--- config.mk ---
export PLATFORM = sky130hd
export DESIGN_NAME = nmea_rmc_position_extractor_core
export DESIGN_NICKNAME = d
export VERILOG_FILES = /design/src/design/nmea_rmc_pkg.sv /design/src/design/nmea_rmc_position_extractor_core.sv
export SDC_FILE = /design/constraint.sdc
export NUM_CORES = 2
export LEC_CHECK = 0
export BUFFER_PORTS_ARGS = -buffer_cell sky130_fd_sc_hd__buf_2
export CAP_MARGIN = 30
export CORE_MARGIN = 5
export CORE_UTILIZATION = 58
export DETAILED_ROUTE_END_ITERATION = 8
export PLACE_DENSITY = 0.75
export SLEW_MARGIN = 20
export SYNTH_ARGS = -nofsm -noshare
export SYNTH_HDL_FRONTEND = slang
export SYNTH_SLANG_ARGS = --single-unit
export TNS_END_PERCENT = 30
--- constraint.sdc ---
create_clock -name clk -period 17.75 [get_ports clk]
set_input_delay 0.8875 -clock clk [delete_from_list [all_inputs] [get_ports clk]]
set_output_delay 0.8875 -clock clk [all_outputs]
set_load 0.01 [all_outputs]
--- src/design/nmea_rmc_pkg.sv ---
// Shared constants and tables for the RMC position extractor.
`default_nettype none

package nmea_rmc_pkg;

    localparam int FRAC_DIGITS_DEFAULT = 4;
    localparam int MAX_FRAC_DIGITS     = 6;
    localparam int POW10_W             = 20;  // holds 10^MAX_FRAC_DIGITS
    localparam int HDR_LEN             = 6;

    localparam logic [7:0] CHAR_DOLLAR = 8'h24;
    localparam logic [7:0] CHAR_COMMA  = 8'h2C;
    localparam logic [7:0] CHAR_STAR   = 8'h2A;
    localparam logic [7:0] CHAR_DOT    = 8'h2E;
    localparam logic [7:0] CHAR_ZERO   = 8'h30;
    localparam logic [7:0] CHAR_NINE   = 8'h39;
    localparam logic [7:0] CHAR_A      = 8'h41;
    localparam logic [7:0] CHAR_S      = 8'h53;
    localparam logic [7:0] CHAR_W      = 8'h57;

    // Field numbers counted from the first field after the header
    localparam logic [3:0] FLD_STATUS = 4'd2;
    localparam logic [3:0] FLD_LAT    = 4'd3;
    localparam logic [3:0] FLD_NS     = 4'd4;
    localparam logic [3:0] FLD_LON    = 4'd5;
    localparam logic [3:0] FLD_EW     = 4'd6;
    localparam logic [3:0] FLD_SPEED  = 4'd7;
    localparam logic [3:0] FLD_LAST   = 4'd15;

    typedef enum logic [1:0] {
        STATUS_NONE  = 2'd0,
        STATUS_A     = 2'd1,
        STATUS_OTHER = 2'd2
    } status_t;

    // Header text after '$', indexed by the number of bytes already matched minus one
    function automatic logic [7:0] hdr_char(input logic [2:0] pos);
        logic [7:0] ch;
        case (pos)
            3'd0:    ch = 8'h47;  // G
            3'd1:    ch = 8'h50;  // P
            3'd2:    ch = 8'h52;  // R
            3'd3:    ch = 8'h4D;  // M
            3'd4:    ch = 8'h43;  // C
            3'd5:    ch = 8'h2C;  // ,
            default: ch = 8'h00;
        endcase
        return ch;
    endfunction

    function automatic logic [POW10_W-1:0] pow10(input logic [2:0] n);
        logic [POW10_W-1:0] p;
        case (n)
            3'd0:    p = POW10_W'(1);
            3'd1:    p = POW10_W'(10);
            3'd2:    p = POW10_W'(100);
            3'd3:    p = POW10_W'(1000);
            3'd4:    p = POW10_W'(10000);
            3'd5:    p = POW10_W'(100000);
            3'd6:    p = POW10_W'(1000000);
            default: p = POW10_W'(1);
        endcase
        return p;
    endfunction

endpackage

`default_nettype wire

--- src/design/nmea_rmc_position_extractor_core.sv ---
// RMC sentence parser: header match, field split, fixed-point position and speed.
//
// Usage: one received character per request on the input channel (in_valid,
// in_ready, rx_byte). Each '*' that ends a "$GPRMC," sentence produces one
// request on the output channel (out_valid, out_ready) carrying the held
// latitude, longitude, the sentence's speed and fix_active. Other bytes give
// no output.
// Result: it is visible in the cycle after the '*' is accepted, from the
// output register.
// Throughput: one byte per cycle; all parsing for a byte is done in the cycle
// it is accepted, one multiply by a power of ten when a field closes.
// A byte is accepted while a result waits, as long as the output register is
// freed in the same cycle; in_ready drops only when the output register holds
// a result and out_ready is low, and then stays low until it is taken.
// Reset clears the parser state, the held position and the output valid; no
// output appears until a complete sentence has been seen.
`default_nettype none

module nmea_rmc_position_extractor_core #(
    parameter int FRAC_DIGITS = nmea_rmc_pkg::FRAC_DIGITS_DEFAULT
) (
    input  wire logic                clk,
    input  wire logic                rst_n,
    input  wire logic                in_valid,
    output logic                     in_ready,
    input  wire logic [7:0]          rx_byte,
    output logic                     out_valid,
    input  wire logic                out_ready,
    output logic signed [27:0]       latitude,
    output logic signed [28:0]       longitude,
    output logic [23:0]              speed_knots,
    output logic                     fix_active
);

    localparam int FracW = $clog2(FRAC_DIGITS + 1);
    localparam longint unsigned Scale = 64'(nmea_rmc_pkg::pow10(3'(FRAC_DIGITS)));
    localparam int ScaleW = $clog2(Scale + 1);
    localparam int ProdW = 32 + ScaleW;
    localparam longint unsigned LatCap = (9060 * Scale - 1 < 64'h7FF_FFFF)
                                         ? 9060 * Scale - 1 : 64'h7FF_FFFF;
    localparam longint unsigned LonCap = (18060 * Scale - 1 < 64'hFFF_FFFF)
                                         ? 18060 * Scale - 1 : 64'hFFF_FFFF;
    localparam longint unsigned SpdCap = (1000 * Scale - 1 < 64'hFF_FFFF)
                                         ? 1000 * Scale - 1 : 64'hFF_FFFF;

    // parser state
    logic [2:0]                   header_pos_reg, header_pos_next;
    logic                         in_sentence_reg, in_sentence_next;
    logic [3:0]                   field_index_reg, field_index_next;
    logic                         field_nonempty_reg, field_nonempty_next;
    logic                         decimal_seen_reg, decimal_seen_next;
    logic                         number_stopped_reg, number_stopped_next;
    logic [FracW-1:0]             frac_count_reg, frac_count_next;
    logic [31:0]                  field_accum_reg, field_accum_next;
    nmea_rmc_pkg::status_t        status_reg, status_next;
    logic [27:0]                  lat_work_reg, lat_work_next;
    logic [28:0]                  lon_work_reg, lon_work_next;
    logic                         south_reg, south_next;
    logic                         west_reg, west_next;
    logic signed [27:0]           held_lat_reg, held_lat_next;
    logic signed [28:0]           held_lon_reg, held_lon_next;
    logic [23:0]                  held_speed_reg, held_speed_next;

    // output register
    logic                         out_valid_reg;
    logic signed [27:0]           out_lat_reg;
    logic signed [28:0]           out_lon_reg;
    logic [23:0]                  out_speed_reg;
    logic                         out_fix_reg;

    logic                         accept;
    logic                         emit;
    logic                         is_digit;
    logic                         num_field;
    logic [35:0]                  push_sum;
    logic [31:0]                  push_val;
    logic [ScaleW-1:0]            scale;
    logic [ProdW-1:0]             field_val;
    logic                         finish;

    assign in_ready = !out_valid_reg || out_ready;
    assign accept   = in_valid && in_ready;

    assign is_digit  = (rx_byte >= nmea_rmc_pkg::CHAR_ZERO) &&
                       (rx_byte <= nmea_rmc_pkg::CHAR_NINE);
    assign num_field = (field_index_reg == nmea_rmc_pkg::FLD_LAT) ||
                       (field_index_reg == nmea_rmc_pkg::FLD_LON) ||
                       (field_index_reg == nmea_rmc_pkg::FLD_SPEED);

    // accum * 10 + digit, saturating at 2^32-1
    assign push_sum = {1'b0, field_accum_reg, 3'b000} + {3'b000, field_accum_reg, 1'b0}
                    + {32'd0, rx_byte[3:0]};
    assign push_val = (push_sum[35:32] != 4'd0) ? 32'hFFFF_FFFF : push_sum[31:0];

    // Only ',' and '*' close a field; neither changes the accumulator first.
    assign scale     = ScaleW'(nmea_rmc_pkg::pow10(3'(FRAC_DIGITS) - 3'(frac_count_reg)));
    assign field_val = ProdW'(field_accum_reg) * ProdW'(scale);

    always_comb
    begin
        header_pos_next     = header_pos_reg;
        in_sentence_next    = in_sentence_reg;
        field_index_next    = field_index_reg;
        field_nonempty_next = field_nonempty_reg;
        decimal_seen_next   = decimal_seen_reg;
        number_stopped_next = number_stopped_reg;
        frac_count_next     = frac_count_reg;
        field_accum_next    = field_accum_reg;
        status_next         = status_reg;
        lat_work_next       = lat_work_reg;
        lon_work_next       = lon_work_reg;
        south_next          = south_reg;
        west_next           = west_reg;
        held_lat_next       = held_lat_reg;
        held_lon_next       = held_lon_reg;
        held_speed_next     = held_speed_reg;
        emit                = 1'b0;
        finish              = 1'b0;

        if (!in_sentence_reg) begin
            if (header_pos_reg == 3'd0) begin
                if (rx_byte == nmea_rmc_pkg::CHAR_DOLLAR) begin
                    header_pos_next = 3'd1;
                end
            end else if (rx_byte == nmea_rmc_pkg::hdr_char(header_pos_reg - 3'd1)) begin
                if (header_pos_reg == 3'(nmea_rmc_pkg::HDR_LEN)) begin
                    header_pos_next     = 3'd0;
                    in_sentence_next    = 1'b1;
                    field_index_next    = 4'd1;
                    field_nonempty_next = 1'b0;
                    decimal_seen_next   = 1'b0;
                    number_stopped_next = 1'b0;
                    frac_count_next     = '0;
                    field_accum_next    = '0;
                    status_next         = nmea_rmc_pkg::STATUS_NONE;
                    lat_work_next       = '0;
                    lon_work_next       = '0;
                    south_next          = 1'b0;
                    west_next           = 1'b0;
                    held_speed_next     = '0;
                end else begin
                    header_pos_next = header_pos_reg + 3'd1;
                end
            end else begin
                header_pos_next = 3'd0;
            end
        end else if (rx_byte == nmea_rmc_pkg::CHAR_COMMA) begin
            finish = field_nonempty_reg;
        end else begin
            if (field_index_reg == nmea_rmc_pkg::FLD_STATUS) begin
                status_next = (!field_nonempty_reg && rx_byte == nmea_rmc_pkg::CHAR_A)
                              ? nmea_rmc_pkg::STATUS_A : nmea_rmc_pkg::STATUS_OTHER;
            end
            if (field_index_reg == nmea_rmc_pkg::FLD_NS && !field_nonempty_reg &&
                rx_byte == nmea_rmc_pkg::CHAR_S) begin
                south_next = 1'b1;
            end
            if (field_index_reg == nmea_rmc_pkg::FLD_EW && !field_nonempty_reg &&
                rx_byte == nmea_rmc_pkg::CHAR_W) begin
                west_next = 1'b1;
            end
            if (num_field && !number_stopped_reg) begin
                if (is_digit) begin
                    if (!decimal_seen_reg) begin
                        field_accum_next = push_val;
                    end else if (frac_count_reg < FracW'(FRAC_DIGITS)) begin
                        field_accum_next = push_val;
                        frac_count_next  = frac_count_reg + FracW'(1);
                    end
                end else if (rx_byte == nmea_rmc_pkg::CHAR_DOT && !decimal_seen_reg) begin
                    decimal_seen_next = 1'b1;
                end else begin
                    number_stopped_next = 1'b1;
                end
            end
            field_nonempty_next = 1'b1;
            if (rx_byte == nmea_rmc_pkg::CHAR_STAR) begin
                finish           = 1'b1;
                emit             = 1'b1;
                in_sentence_next = 1'b0;
            end
        end

        if (finish) begin
            if (field_index_reg == nmea_rmc_pkg::FLD_LAT) begin
                lat_work_next = (field_val < ProdW'(LatCap)) ? field_val[27:0] : 28'(LatCap);
            end else if (field_index_reg == nmea_rmc_pkg::FLD_LON) begin
                lon_work_next = (field_val < ProdW'(LonCap)) ? field_val[28:0] : 29'(LonCap);
            end else if (field_index_reg == nmea_rmc_pkg::FLD_SPEED) begin
                held_speed_next = (field_val < ProdW'(SpdCap)) ? field_val[23:0] : 24'(SpdCap);
            end
            if (field_index_reg != nmea_rmc_pkg::FLD_LAST) begin
                field_index_next = field_index_reg + 4'd1;
            end
            field_nonempty_next = 1'b0;
            decimal_seen_next   = 1'b0;
            number_stopped_next = 1'b0;
            frac_count_next     = '0;
            field_accum_next    = '0;
        end

        if (emit && status_next == nmea_rmc_pkg::STATUS_A) begin
            held_lat_next = south_next ? -$signed(lat_work_next) : $signed(lat_work_next);
            held_lon_next = west_next ? -$signed(lon_work_next) : $signed(lon_work_next);
        end
    end

    always_ff @(posedge clk or negedge rst_n)
    begin
        if (!rst_n) begin
            header_pos_reg     <= '0;
            in_sentence_reg    <= 1'b0;
            field_index_reg    <= '0;
            field_nonempty_reg <= 1'b0;
            decimal_seen_reg   <= 1'b0;
            number_stopped_reg <= 1'b0;
            frac_count_reg     <= '0;
            field_accum_reg    <= '0;
            status_reg         <= nmea_rmc_pkg::STATUS_NONE;
            lat_work_reg       <= '0;
            lon_work_reg       <= '0;
            south_reg          <= 1'b0;
            west_reg           <= 1'b0;
            held_lat_reg       <= '0;
            held_lon_reg       <= '0;
            held_speed_reg     <= '0;
            out_valid_reg      <= 1'b0;
        end else begin
            if (accept) begin
                header_pos_reg     <= header_pos_next;
                in_sentence_reg    <= in_sentence_next;
                field_index_reg    <= field_index_next;
                field_nonempty_reg <= field_nonempty_next;
                decimal_seen_reg   <= decimal_seen_next;
                number_stopped_reg <= number_stopped_next;
                frac_count_reg     <= frac_count_next;
                field_accum_reg    <= field_accum_next;
                status_reg         <= status_next;
                lat_work_reg       <= lat_work_next;
                lon_work_reg       <= lon_work_next;
                south_reg          <= south_next;
                west_reg           <= west_next;
                held_lat_reg       <= held_lat_next;
                held_lon_reg       <= held_lon_next;
                held_speed_reg     <= held_speed_next;
            end
            if (accept && emit) begin
                out_valid_reg <= 1'b1;
            end else if (out_ready) begin
                out_valid_reg <= 1'b0;
            end
        end
    end

    always_ff @(posedge clk)
    begin
        if (accept && emit) begin
            out_lat_reg   <= held_lat_next;
            out_lon_reg   <= held_lon_next;
            out_speed_reg <= held_speed_next;
            out_fix_reg   <= (status_next == nmea_rmc_pkg::STATUS_A);
        end
    end

    assign out_valid   = out_valid_reg;
    assign latitude    = out_lat_reg;
    assign longitude   = out_lon_reg;
    assign speed_knots = out_speed_reg;
    assign fix_active  = out_fix_reg;

    // header search and sentence body are exclusive
    a_hdr_idle_in_body: assert property (@(posedge clk) disable iff (!rst_n)
        in_sentence_reg |-> header_pos_reg == 3'd0)
        else $error("header match active inside a sentence");

    // inside a sentence the field counter never reads zero
    a_field_nonzero: assert property (@(posedge clk) disable iff (!rst_n)
        in_sentence_reg |-> field_index_reg != 4'd0)
        else $error("field index zero inside a sentence");

    // a closing '*' always leaves a result and ends the sentence
    a_star_emits: assert property (@(posedge clk) disable iff (!rst_n)
        (accept && in_sentence_reg && rx_byte == nmea_rmc_pkg::CHAR_STAR)
        |=> out_valid && !in_sentence_reg)
        else $error("sentence end gave no result");

    // a fix is reported only when the held position could have changed
    a_fix_needs_status: assert property (@(posedge clk) disable iff (!rst_n)
        (accept && emit && status_next != nmea_rmc_pkg::STATUS_A) |=> !fix_active)
        else $error("fix reported without exact status A");

endmodule

`default_nettype wire
==> reports/summary.txt <==
status - finished, final reports clean
initial core utilization - 0.585
CTS-repair resized insts - 0
Util after Layout - 0.625
busiest grt layer - met2
final setup fails - 0
Final GP Congestion - 0.978
hold buffer count at cts - 0
Synth area leader - fa_1
RR Endpoint - latitude[18]
R2R Setup Slk - 4.85 ns
row count - 82
Async S/R FF share, synth - 0.697
Fin. Hold Viols - 0
1st-pass router iterations - 8
Worst Tran Pin Value - 0.966 ns
largest net degree at the start of global routing - 72
Port Buffers - 95
max frequency - 77.5 MHz
M2 GR Usage - 0.472
Post-route DRC - 0
CTS buffer count - 29
Switching Fraction - 0.277
clk slew on worst S/H paths - 0.07 ns
Area Growth Syn to Fin - 6.85%
placed cell count - 3966
ys flop type - dfrtp_1
min Tclk post-route - 12.90 ns
slowest CP cell - and3_1
HP Class - in -> async
Fin Setup TNS - 0 ns
DR iter-0 viols - 2337
Yosys cell types - 93
Yosys warning count - 0
via count - 24500
clock skew - 0.0219 ns
cell mode on critical path - fa_1
worst vdd ir - 0.0000756 V
CTS HTree Levels - 1
Slew headroom - 0.356
Clock Latency Late Sink - 0.60 ns
initial antenna violation count - 3
setup repair bufs after CTS - 0
DR WL/cell - 20.2 um
Post-Route WL - 81.2 mm
Power Density - 45.0 nW/um2
Largest register FFs - 32
Non-Filler Instances - 4021
Max clock buf depth - 3
Root Buffer - clkbuf_16
Max Slew Vio Count - 0
# clock sinks - 271
internal power - 1.02 mW
Chip Width - 235 um
die area - 55000 um2
critical path data required time - 18.06 ns
CP Capture Type - register
Syn Nets - 3864
RSZ-0062 raised after global routing - false
CP Data Arrival Time - 13.21 ns
Routed Antenna Nets - 0
CTS tree - yes
Critical R2R Launch - frac_count_reg[0]
crit share post-route - 0.727
leakage - 15.5 nW
crit-path max FO - 31
Comb power frac - 0.090
syn_area_per_cell - 8.74 um2
slowest stage delay, CP - 0.91 ns
Antenna Diode Count - 0
crit path kind - reg -> reg
clock power share - 0.449
area share of the largest cell type after synthesis - 0.204
post-DP HPWL - 61.9 mm
Max Cap Viol - 0
switching power of the nets - 0.389 mW
GRT overflow - 0
GRT Util Overall - 0.298
final-stage net count - 3844
total design power - 1.41 mW
top cells by area, synth - fa_1 20%, dfrtp_1 16%, ha_1 8.9%, edfxtp_1 8.4%, nand2_1 7.8%
layout cell share with drive strength beyond 1 - 0.0905
sequential-to-total area share from yosys stat - 0.246
routing usage on met1 - 0.420
first-pass GRT wire length - 132 mm
Worst R2R Path Depth - 39
vias in the first global route - 24300
via/cell ratio - 6.10
synthesized flop and latch total - 271
post-synthesis cell area - 29200 um2
met3 Use GR - 0.0523
Gate Count Post-Synth - 3346
core area - 50000 um2
# IOs - 96
EDFF count, synth - 82
Startpoint Class - register
sequential fraction of design power - 0.461
Die Ht - 235 um
==> stage by stage <==
stage | cell area [um2] | hold WS (ns) | setup slack, ns
global placement | 30200 | 0.458 | 5.06
finish | 31200 | 0.239 | 4.85
CTS | 31200 | 0.276 | 5.06
detailed placement | 30200 | 0.463 | 5.06
floorplan | 29200 | 0.442 | 6.94
global route | 31200 | 0.296 | 3.97
==> worst max-delay path, delay by kind of cell (launching register included) <==
family,cells,cell delay (ns)
simple gates,12,4.90
fa+ha+maj,10,4.16
compound gates,10,2.03
buf+inv,6,0.73
flops,1,0.41
xor+xnor,1,0.33
==> final cells by class <==
class	count	area [um2]
clock buffers	39	793
clock inverters	15	178
fillers	4173	18700
inverters	375	1410
multi-input cells	2510	20000
flip-flops and latches	271	7190
well taps	672	841
repair buffers	139	860
==> cell usage after synthesis (7+ instances only) <==
master / count
edfxtp_1: 82
fa_1: 298
nor2b_1: 22
clkbuf_1: 166
and4_1: 7
nand2_1: 611
nand3_1: 47
ha_1: 208
or2_2: 15
or3_1: 17
o21a_1: 24
a22oi_1: 21
nor4_1: 8
dfrtp_1: 189
a221oi_1: 7
inv_1: 375
buf_1: 7
o31ai_1: 16
nand2b_1: 25
a211oi_1: 10
o21ai_1: 13
a22o_1: 17
nor2_1: 148
o21bai_1: 11
o211ai_1: 12
a21o_1: 32
nor3_1: 41
a21oi_1: 181
nand4_1: 18
xnor2_1: 64
mux2i_1: 10
mux2_2: 51
o21ai_0: 246
xor2_1: 44
a31oi_1: 40
and2_1: 87
and3_1: 41
buf_2: 13
==> worst max-delay path by stage <==
stage | depth (start not counted) | slack (ns) | to | from
5_1_grt | 39 | 3.97 | latitude[20] | frac_count_reg[0]
4_1_cts | 39 | 5.06 | latitude[20] | frac_count_reg[0]
3_3_place_gp | 39 | 5.06 | latitude[20] | frac_count_reg[0]
2_1_floorplan | 43 | 6.94 | latitude[16] | frac_count_reg[0]
6_report | 39 | 4.85 | latitude[18] | frac_count_reg[0]
3_5_place_dp | 39 | 5.06 | latitude[18] | frac_count_reg[0]
==> kinds of logic after synthesis <==
group | Yosys count | share of synthesized area
compound gates | 725 | 0.160
xor+xnor | 108 | 0.0324
fa+ha+maj | 506 | 0.293
buf+inv | 565 | 0.0735
flops | 271 | 0.246
mux | 62 | 0.0236
simple gates | 1109 | 0.172
==> cells in the final DEF, fill, tap and decap left out, drive strengths merged, types with 52 or more instances in the layout <==
| cell type | instances |
|---|---|
| xnor2 | 64 |
| nand2 | 611 |
| o21ai | 259 |
| a21oi | 182 |
| inv | 381 |
| nor2 | 148 |
| edfxtp | 82 |
| dfrtp | 189 |
| fa | 298 |
| ha | 208 |
| buf | 138 |
| and2 | 89 |
| mux2 | 52 |
==> metal layers <==
metal,vias up,routed length (um)
met2,1115,37200
met3,211,6880
met5,-,34
met4,4,2960
li1,11100,-
met1,12000,34200
==> power groups by stage <==
stage	clock network [mW]	logic, mW	registers [mW]
floorplan	0	0.0696	0.659
global placement	0	0.117	0.660
detailed placement	0	0.123	0.660
CTS	0.636	0.123	0.648
global route	0.661	0.134	0.648
finish	0.631	0.127	0.648
Note: power is estimated with default switching activity, not from simulation.
